<file path="src/hdl/mibc_pkg.sv">
// ----------------------------------------------------------------------------
// mibc_pkg: shared types and constants of the bead centroid unit
// Register indexes, internal datapath widths, controller-to-datapath command
// and status structs, and the saturation helper used by the datapath.
// ----------------------------------------------------------------------------
package mibc_pkg;

	// Configuration port
	localparam int CFG_ADDR_W = 3;
	localparam int CFG_DATA_W = 64;
	localparam int NUM_REGS   = 6;

	localparam logic [CFG_ADDR_W-1:0] REG_BOX_LX_LY = 3'd0;
	localparam logic [CFG_ADDR_W-1:0] REG_BOX_LZ_XY = 3'd1;
	localparam logic [CFG_ADDR_W-1:0] REG_BOX_XZ_YZ = 3'd2;
	localparam logic [CFG_ADDR_W-1:0] REG_INV_00_11 = 3'd3;
	localparam logic [CFG_ADDR_W-1:0] REG_INV_22_01 = 3'd4;
	localparam logic [CFG_ADDR_W-1:0] REG_INV_02_12 = 3'd5;

	typedef logic [NUM_REGS-1:0][CFG_DATA_W-1:0] cfg_regs_t;

	// Fixed field widths
	localparam int WEIGHT_W = 17;
	localparam logic [WEIGHT_W-1:0] WEIGHT_ONE = 17'd65536;

	// Datapath widths
	localparam int MAT_W       = 32;  // box and inverse entries
	localparam int OPB_W       = 26;  // second multiplier operand
	localparam int PROD_W      = MAT_W + OPB_W;
	localparam int ACC_W       = 60;  // per-half accumulators
	localparam int COMB_W      = 84;  // recombined halves
	localparam int HALF_SHIFT  = 24;  // split point of wide operands
	localparam int DISP_W      = 47;  // saturated displacement
	localparam int DS_W        = 26;  // image offset, [-2^24, 2^24]
	localparam int DN_W        = 60;  // wrapped displacement
	localparam int SUM_W       = 56;  // weighted sum, Q24.32
	localparam int P_W         = 48;  // position, widest coordinate
	localparam int ROUND_SHIFT = 46;  // Q2.30 times Q16.16 down to integer
	localparam int Q_W         = COMB_W - ROUND_SHIFT;

	localparam logic [COMB_W-1:0] RND_BIAS = COMB_W'(1) << (ROUND_SHIFT - 1);
	localparam logic [Q_W-1:0]    DS_LIM   = Q_W'(1) << 24;

	localparam logic signed [63:0] SUM_MAX64  = (64'sd1 <<< (SUM_W - 1)) - 64'sd1;
	localparam logic signed [63:0] SUM_MIN64  = -(64'sd1 <<< (SUM_W - 1));
	localparam logic signed [63:0] DISP_MAX64 = (64'sd1 <<< (DISP_W - 1)) - 64'sd1;
	localparam logic signed [63:0] DISP_MIN64 = -(64'sd1 <<< (DISP_W - 1));
	localparam logic signed [63:0] EMIT_BIAS  = 64'sd32768;

	// Accumulator operation of a lane
	typedef enum logic [1:0] {
		ACC_HOLD = 2'd0,
		ACC_LOAD = 2'd1,
		ACC_ADD  = 2'd2
	} acc_op_t;

	// Operand set fed to the multipliers
	typedef enum logic [1:0] {
		OPS_INV  = 2'd0,  // inverse box times displacement halves
		OPS_BOX  = 2'd1,  // box times image offset
		OPS_WGT  = 2'd2   // position halves times weight
	} op_sel_t;

	typedef struct packed {
		acc_op_t acc_op;
		logic    comb_en;
	} lane_cmd_t;

	typedef struct packed {
		logic      load_in;
		logic      disp;
		op_sel_t   op_sel;
		logic [1:0] col;
		lane_cmd_t lane;
		logic      rnd;
		logic      sub;
		logic      pos;
		logic      pcl;
		logic      accum;
		logic      emit;
	} dp_cmd_t;

	typedef struct packed {
		logic last;
	} dp_sts_t;

	function automatic logic signed [63:0] sat64(input logic signed [63:0] v,
		input logic signed [63:0] lo, input logic signed [63:0] hi);
		return (v < lo) ? lo : ((v > hi) ? hi : v);
	endfunction

endpackage

</file>
<file path="src/hdl/mibc_ctrl.sv">
// ----------------------------------------------------------------------------
// mibc_ctrl: sequencer of the bead centroid unit
// Steps each atom through displacement, image offset, wrap, weighting and
// accumulation, and owns the input ready and the output valid.
// ----------------------------------------------------------------------------
module mibc_ctrl (
	input  logic               clk,
	input  logic               arst_n,
	input  logic               s_tvalid,
	output logic               s_tready,
	output logic               m_tvalid,
	input  logic               m_tready,
	output mibc_pkg::dp_cmd_t  cmd,
	input  mibc_pkg::dp_sts_t  sts
);
	import mibc_pkg::*;

	typedef enum logic [13:0] {
		ST_IDLE = 14'b00000000000001,
		ST_DISP = 14'b00000000000010,
		ST_TMUL = 14'b00000000000100,
		ST_TCMB = 14'b00000000001000,
		ST_RND  = 14'b00000000010000,
		ST_CMUL = 14'b00000000100000,
		ST_CCMB = 14'b00000001000000,
		ST_SUB  = 14'b00000010000000,
		ST_POS  = 14'b00000100000000,
		ST_WMUL = 14'b00001000000000,
		ST_WCMB = 14'b00010000000000,
		ST_PCL  = 14'b00100000000000,
		ST_ACC  = 14'b01000000000000,
		ST_EMIT = 14'b10000000000000
	} state_t;

	state_t     state_q, state_d;
	logic [1:0] step_q, step_d;
	logic       m_tvalid_q;
	logic       out_free;

	assign out_free = !m_tvalid_q || m_tready;
	assign m_tvalid = m_tvalid_q;

	// Accumulator op of a three-column pass: issue, load, add, add
	function automatic acc_op_t pass_op(input logic [1:0] step);
		case (step)
			2'd0:    return ACC_HOLD;
			2'd1:    return ACC_LOAD;
			default: return ACC_ADD;
		endcase
	endfunction

	// Next state and commands
	always_comb begin
		state_d     = state_q;
		step_d      = step_q;
		cmd         = '0;
		cmd.op_sel  = OPS_INV;
		cmd.col     = step_q;
		cmd.lane.acc_op = ACC_HOLD;
		s_tready    = 1'b0;
		case (state_q)
			ST_IDLE: begin
				s_tready = 1'b1;
				if (s_tvalid) begin
					cmd.load_in = 1'b1;
					state_d     = ST_DISP;
				end
			end
			ST_DISP: begin
				cmd.disp = 1'b1;
				step_d   = 2'd0;
				state_d  = ST_TMUL;
			end
			ST_TMUL: begin
				cmd.op_sel      = OPS_INV;
				cmd.lane.acc_op = pass_op(step_q);
				step_d          = step_q + 2'd1;
				if (step_q == 2'd3) begin
					state_d = ST_TCMB;
				end
			end
			ST_TCMB: begin
				cmd.lane.comb_en = 1'b1;
				state_d          = ST_RND;
			end
			ST_RND: begin
				cmd.rnd = 1'b1;
				step_d  = 2'd0;
				state_d = ST_CMUL;
			end
			ST_CMUL: begin
				cmd.op_sel      = OPS_BOX;
				cmd.lane.acc_op = pass_op(step_q);
				step_d          = step_q + 2'd1;
				if (step_q == 2'd3) begin
					state_d = ST_CCMB;
				end
			end
			ST_CCMB: begin
				cmd.lane.comb_en = 1'b1;
				state_d          = ST_SUB;
			end
			ST_SUB: begin
				cmd.sub = 1'b1;
				state_d = ST_POS;
			end
			ST_POS: begin
				cmd.pos = 1'b1;
				step_d  = 2'd0;
				state_d = ST_WMUL;
			end
			ST_WMUL: begin
				cmd.op_sel      = OPS_WGT;
				cmd.lane.acc_op = (step_q == 2'd0) ? ACC_HOLD : ACC_LOAD;
				step_d          = step_q + 2'd1;
				if (step_q == 2'd1) begin
					state_d = ST_WCMB;
				end
			end
			ST_WCMB: begin
				cmd.lane.comb_en = 1'b1;
				state_d          = ST_PCL;
			end
			ST_PCL: begin
				cmd.pcl = 1'b1;
				state_d = ST_ACC;
			end
			ST_ACC: begin
				cmd.accum = 1'b1;
				state_d   = sts.last ? ST_EMIT : ST_IDLE;
			end
			ST_EMIT: begin
				if (out_free) begin
					cmd.emit = 1'b1;
					state_d  = ST_IDLE;
				end
			end
			default: begin
				state_d = ST_IDLE;
			end
		endcase
	end

	// State, step counter and output valid
	always_ff @(posedge clk or negedge arst_n) begin
		if (!arst_n) begin
			state_q    <= ST_IDLE;
			step_q     <= 2'd0;
			m_tvalid_q <= 1'b0;
		end else begin
			state_q <= state_d;
			step_q  <= step_d;
			if (cmd.emit) begin
				m_tvalid_q <= 1'b1;
			end else if (m_tready) begin
				m_tvalid_q <= 1'b0;
			end
		end
	end

endmodule

</file>
<file path="config.mk">
export PLATFORM = sky130hd
export DESIGN_NAME = mibc_ctrl
export DESIGN_NICKNAME = d
export VERILOG_FILES = /design/src/hdl/mibc_pkg.sv /design/src/hdl/mibc_ctrl.sv
export SDC_FILE = /design/constraint.sdc
export NUM_CORES = 1
export LEC_CHECK = 0
export BUFFER_PORTS_ARGS = -buffer_cell sky130_fd_sc_hd__buf_4
export CAP_MARGIN = 10
export CORE_UTILIZATION = 55
export DETAILED_ROUTE_END_ITERATION = 7
export PLACE_DENSITY = 0.81
export RECOVER_POWER = 50
export SETUP_SLACK_MARGIN = 0.3
export SLEW_MARGIN = 5
export SYNTH_ARGS = -nofsm -noshare
export SYNTH_HDL_FRONTEND = slang
export SYNTH_SLANG_ARGS = --single-unit
export TNS_END_PERCENT = 50
</file>
<file path="constraint.sdc">
create_clock -name clk -period 5.7 [get_ports clk]
set_input_delay 0.57 -clock clk [delete_from_list [all_inputs] [get_ports clk]]
set_output_delay 0.57 -clock clk [all_outputs]
set_load 0.005 [all_outputs]
</file>
# --- Yosys cells after proc, flatten, opt, wreduce, memory -nomap -nowiden ---
# Cells that the tools add are included.
# Widths: inputs -> output; s select.
classes:
  add_sub_neg: 1
  mux: 26
  n_eq_ne: 21
  reduce_logical: 10
op_table:
  columns: ["cell", "n"]
  rows:
  - ["$pmux 14 s14", 1]
  - ["$mux 14", 6]
  - ["$pmux 2 s2", 4]
  - ["$mux 1", 15]
  - ["$eq 14x1->1 const B", 1]
  - ["$eq 14x10->1 const B", 1]
  - ["$eq 14x11->1 const B", 1]
  - ["$eq 14x12->1 const B", 1]
  - ["$eq 14x13->1 const B", 1]
  - ["$eq 14x14->1 const B", 1]
  - ["$eq 14x2->1 const B", 1]
  - ["$eq 14x3->1 const B", 1]
  - ["$eq 14x4->1 const B", 1]
  - ["$eq 14x5->1 const B", 1]
  - ["$eq 14x6->1 const B", 1]
  - ["$eq 14x7->1 const B", 1]
  - ["$eq 14x8->1 const B", 1]
  - ["$eq 14x9->1 const B", 1]
  - ["$ne 2x2->1 const B", 5]
  - ["$reduce_or 3->1", 3]
  - ["$reduce_and 5->1", 1]
  - ["$reduce_bool 2->1", 2]
  - ["$add 2x1->2 const B", 1]
  - ["$eq 2x1->1 const B", 1]
  - ["5 further kinds", 5]
totals:
  regBits: 17
  word_cells: 61

# --- Logic depth before layout (Yosys ltp) ---
depth:
  ltp_word: 5
  depth_mapped: 7
  ltp_nobuf: 7

# --- Worst setup path before layout ---
# OpenSTA, ideal clock, no wires.
synth_timing:
  path_kind: "reg2out"
  start: "register state_q[2]"
  end: "output port cmd[0] (netlist name)"
  path_buffers: 0
  setup_slack_ps: 3312
  t_required_ps: 5130
  path_stages_with_launch: 6
  arrival_ps: 1818
  cell_sequence: "dfrtp_1 > nor4_1 > nand3_1 > or3_4 > or3b_1 > nor2_1"
synth_rtl:
  columns: ["item", "line_no", "text"]
  rows:
  - ["start, declared", "mibc_ctrl.sv:35", "state_t state_q, state_d;"]
  - ["start signal, assigned", "mibc_ctrl.sv:151", "state_q <= state_d;"]
  - ["end, declared", "mibc_ctrl.sv:13", "output mibc_pkg::dp_cmd_t cmd,"]

==> reports/summary.log <==
qor: detailed_routing.detail_route.first_pass.iterations 4
qor: synth.synth_net_count 132
qor: timing.fin_ws 2379 ps
qor: power.overall_power_of_the_completed_layout 0.4596 mW
qor: clocking.htreeDepth 1
qor: detailed_routing.route.final.wire_length 2608 µm
qor: finish.number_of_cells_in_the_finished_layout_apart_from_fillers 169
qor: finish.drive_above_1_share 0.3028
qor: detailed_routing.detail_route.wl_per_cell 15.43 µm
qor: finish.area_delta_synth_final 13.89%
qor: critical_path.endpoint_kind output port
qor: power.power_density 334.3 mW/mm²
qor: clocking.tritoncts built
qor: synth.synth_seq_area_share 0.3534
qor: synth.synth_enable_flop_cells 0
qor: global_routing.groute.usage.overall 0.2528
qor: timing.setup-violations-final 0
qor: finish.final_common_cell buf_4
qor: synth.ys_async_sr_fraction 1.000
qor: power.power.static_leakage 0.6456 nW
qor: die.area_of_the_core 0.002022 mm²
qor: timing.min_period_over_period 0.5826
qor: finish.layout.nets 151
qor: clocking.ctsRootBufferMaster clkbuf_4
qor: critical_path.startpoint_type_of_the_worst_setup_path flop
qor: power.ir_worst_vdd 0.0002275 V
qor: die.die-height 48.86 µm
qor: timing.unrepaired_setup_endpoints_after_global_routing no
qor: detailed_routing.vias_post_dr 1029
qor: timing.final_hold_viol_count 0
qor: placement.io_buffers 21
qor: die.dieArea 0.002387 mm²
qor: finish.layout_common_cells 17 x buf_4, 16 x dfrtp_1, 9 x inv_1, 9 x nor2_1, 8 x nor4_1
qor: hold_path.hold_path.class in -> async
qor: global_routing.grt_start_max_net_pins 18
qor: die.ioPinCount 22
qor: synth.post_synth_instance_area 0.001207 mm²
qor: synth.yosysWarnings 0
qor: critical_path.crit_path_max_fanout 8
qor: die.floorplan.rows 16
qor: detailed_routing.iteration_0_drc_count_of_the_detailed_router 25
qor: clocking.cts.sink_count 17
qor: placement.dpl.hpwl 1973 µm
qor: global_routing.grt_remaining_overflow 0
qor: synth.netlist-cell-type-count 48
qor: critical_path.timing.critical_path.arrival 2750 ps
qor: die.start_util 0.5972
qor: finish.antenna_cells_inserted 0
qor: finish.share_of_the_core_filled_with_cells_in_the_final_layout 0.6801
qor: die.dieWidth 48.86 µm
qor: critical_path.worst-setup-path-type reg -> out
qor: clocking.clk_pin_slew_worst_paths 110 ps
qor: detailed_routing.routed_via_density 6.089
qor: timing.max-slew-margin-rel 0.3838
qor: timing.tns 0 ps
qor: detailed_routing.drcViolationCount 0
qor: timing.max_freq 301.1 MHz
qor: clocking.clock_insertion_delay_at_the_later_pin_of_the_skew_report 300 ps
qor: detailed_routing.ant_nets 0
qor: timing.final_period_minus_worst_setup_slack 3321 ps
qor: synth.netlist_instances 124
qor: timing.tightest_slew 924.4 ps
qor: clocking.postCtsSetupRepairBufs 0
qor: synth.ys_ff_latch 17
qor: critical_path.rr_worst_depth 5
qor: clocking.hold_buffers_post_cts 0
qor: flow_run.drv.max_cap_violation_count 0
qor: clocking.post_cts.resized_instances 0
qor: timing.report.final.slew_viol_count 0
qor: critical_path.cp_data_required_time 5130 ps
qor: status.run_status finished clean
qor: synth.synth-main-ff-cell dfrtp_1
qor: global_routing.grt_pass1_wl 4581 µm
qor: clocking.number_of_buffers_added_by_the_clock_tree_synthesis_step 3
qor: synth.post_synth.cell_area_avg 9.737 µm²
qor: timing.fin_clk_skew 9.887 ps
qor: clocking.cts.path.max_buffers 2
qor: global_routing.grt_pass1_vias 976
qor: placement.place.detailed.instances 165
qor: placement.dp_slack 2885 ps
qor: placement.routabilityCongestion 0.9670
qor: global_routing.number_of_antenna_violations_at_the_first_check_in_global_routing 0
synthesized netlist by cell type (2+ instances only):
cell      count  area, µm²
buf_6         2      22.52
nand2b_1      5      31.28
xnor2_1       2      17.52
nand4_1       3      18.77
buf_2         2      10.01
inv_1         9      33.78
and2_1        4      25.02
ha_1          3      37.54
nand2_1       4      15.01
nor3_1        6      30.03
or3_4         2      22.52
nor4_1        8      50.05
or4b_2        4      40.04
a31oi_1       2      12.51
nor2_1        9      33.78
or4_1         2      15.01
o21ai_1       2      10.01
nand3b_1      2      15.01
nor4_4        3      63.81
or2_2         2      12.51
dfrtp_1      16      400.4
nor4b_1       3      26.28
nand3_1       3      15.01
clkbuf_1      2      7.510
registers in the layout, indices dropped and copies added, names as in the netlist:
signal and cells:
state_q 14, step_q 2, m_tvalid 1
final timing paths:
check	from	endpoint	slack (ps)
min reg2reg	step_q[1]$_DFFE_PN0P_	step_q[1]$_DFFE_PN0P_	580
max reg2reg	state_q[2]$_DFFE_PN0P_	state_q[0]$_DFFE_PN1P_	3240
max	state_q[2]$_DFFE_PN0P_	cmd[0]	2380
min in group clk	s_tvalid	state_q[1]$_DFFE_PN0P_	490
max in group asynchronous	arst_n	state_q[9]$_DFFE_PN0P_	4760
min	arst_n	state_q[11]$_DFFE_PN0P_	370
final cells by class:
cell class                 instances  area, µm²
tap                               27      33.78
inverter                           9      33.78
clock buffer                       3      22.52
sequential                        17      426.7
timing repair buffer              21      153.9
clock inverter                     1      5.005
fill                             165      646.9
multi-input combinational         91      699.4
power breakdown:
| group | total, mW | switching (mW) | internal [mW] |
|---|---|---|---|
| Clock | 0.0674 | 0.0412 | 0.0262 |
| Sequential | 0.166 | 0.0252 | 0.141 |
| Combinational | 0.226 | 0.116 | 0.111 |
cells by family after synthesis:
group | synth area share
XOR/XNOR | 0.02177
flip-flops | 0.3534
buffers and inverters | 0.06736
AND/OR/NAND/NOR | 0.4404
multiplexers | 0.009326
adder cells (fa/ha/maj) | 0.03109
AO/OA/AOI/OAI | 0.07668
critical path: stages, from the launching register on:
cell	delay [ps]
dfrtp_1	480
nor4_1	690
nand3_1	250
or3_4	400
or3b_1	380
nor2_1	120
buf_4	120
stage by stage:
stage	hold slack [ps]	instance area [µm²]
after floorplan	274.4	1207
after global placement	445.6	1351
after detailed placement	448.6	1351
after CTS	118.9	1379
after global routing	451.2	1375
final	366.2	1375
routing by layer:
metal / GRT usage / vias up / routed length (µm)
li1: - / 497 / -
met1: 0.3400 / 480 / 1174
met2: 0.4051 / 45 / 1212
met3: 0.03738 / 7 / 161
met4: 0.1078 / 0 / 59
met5: 0 / - / 0
Power figures use the tool's default switching activity.
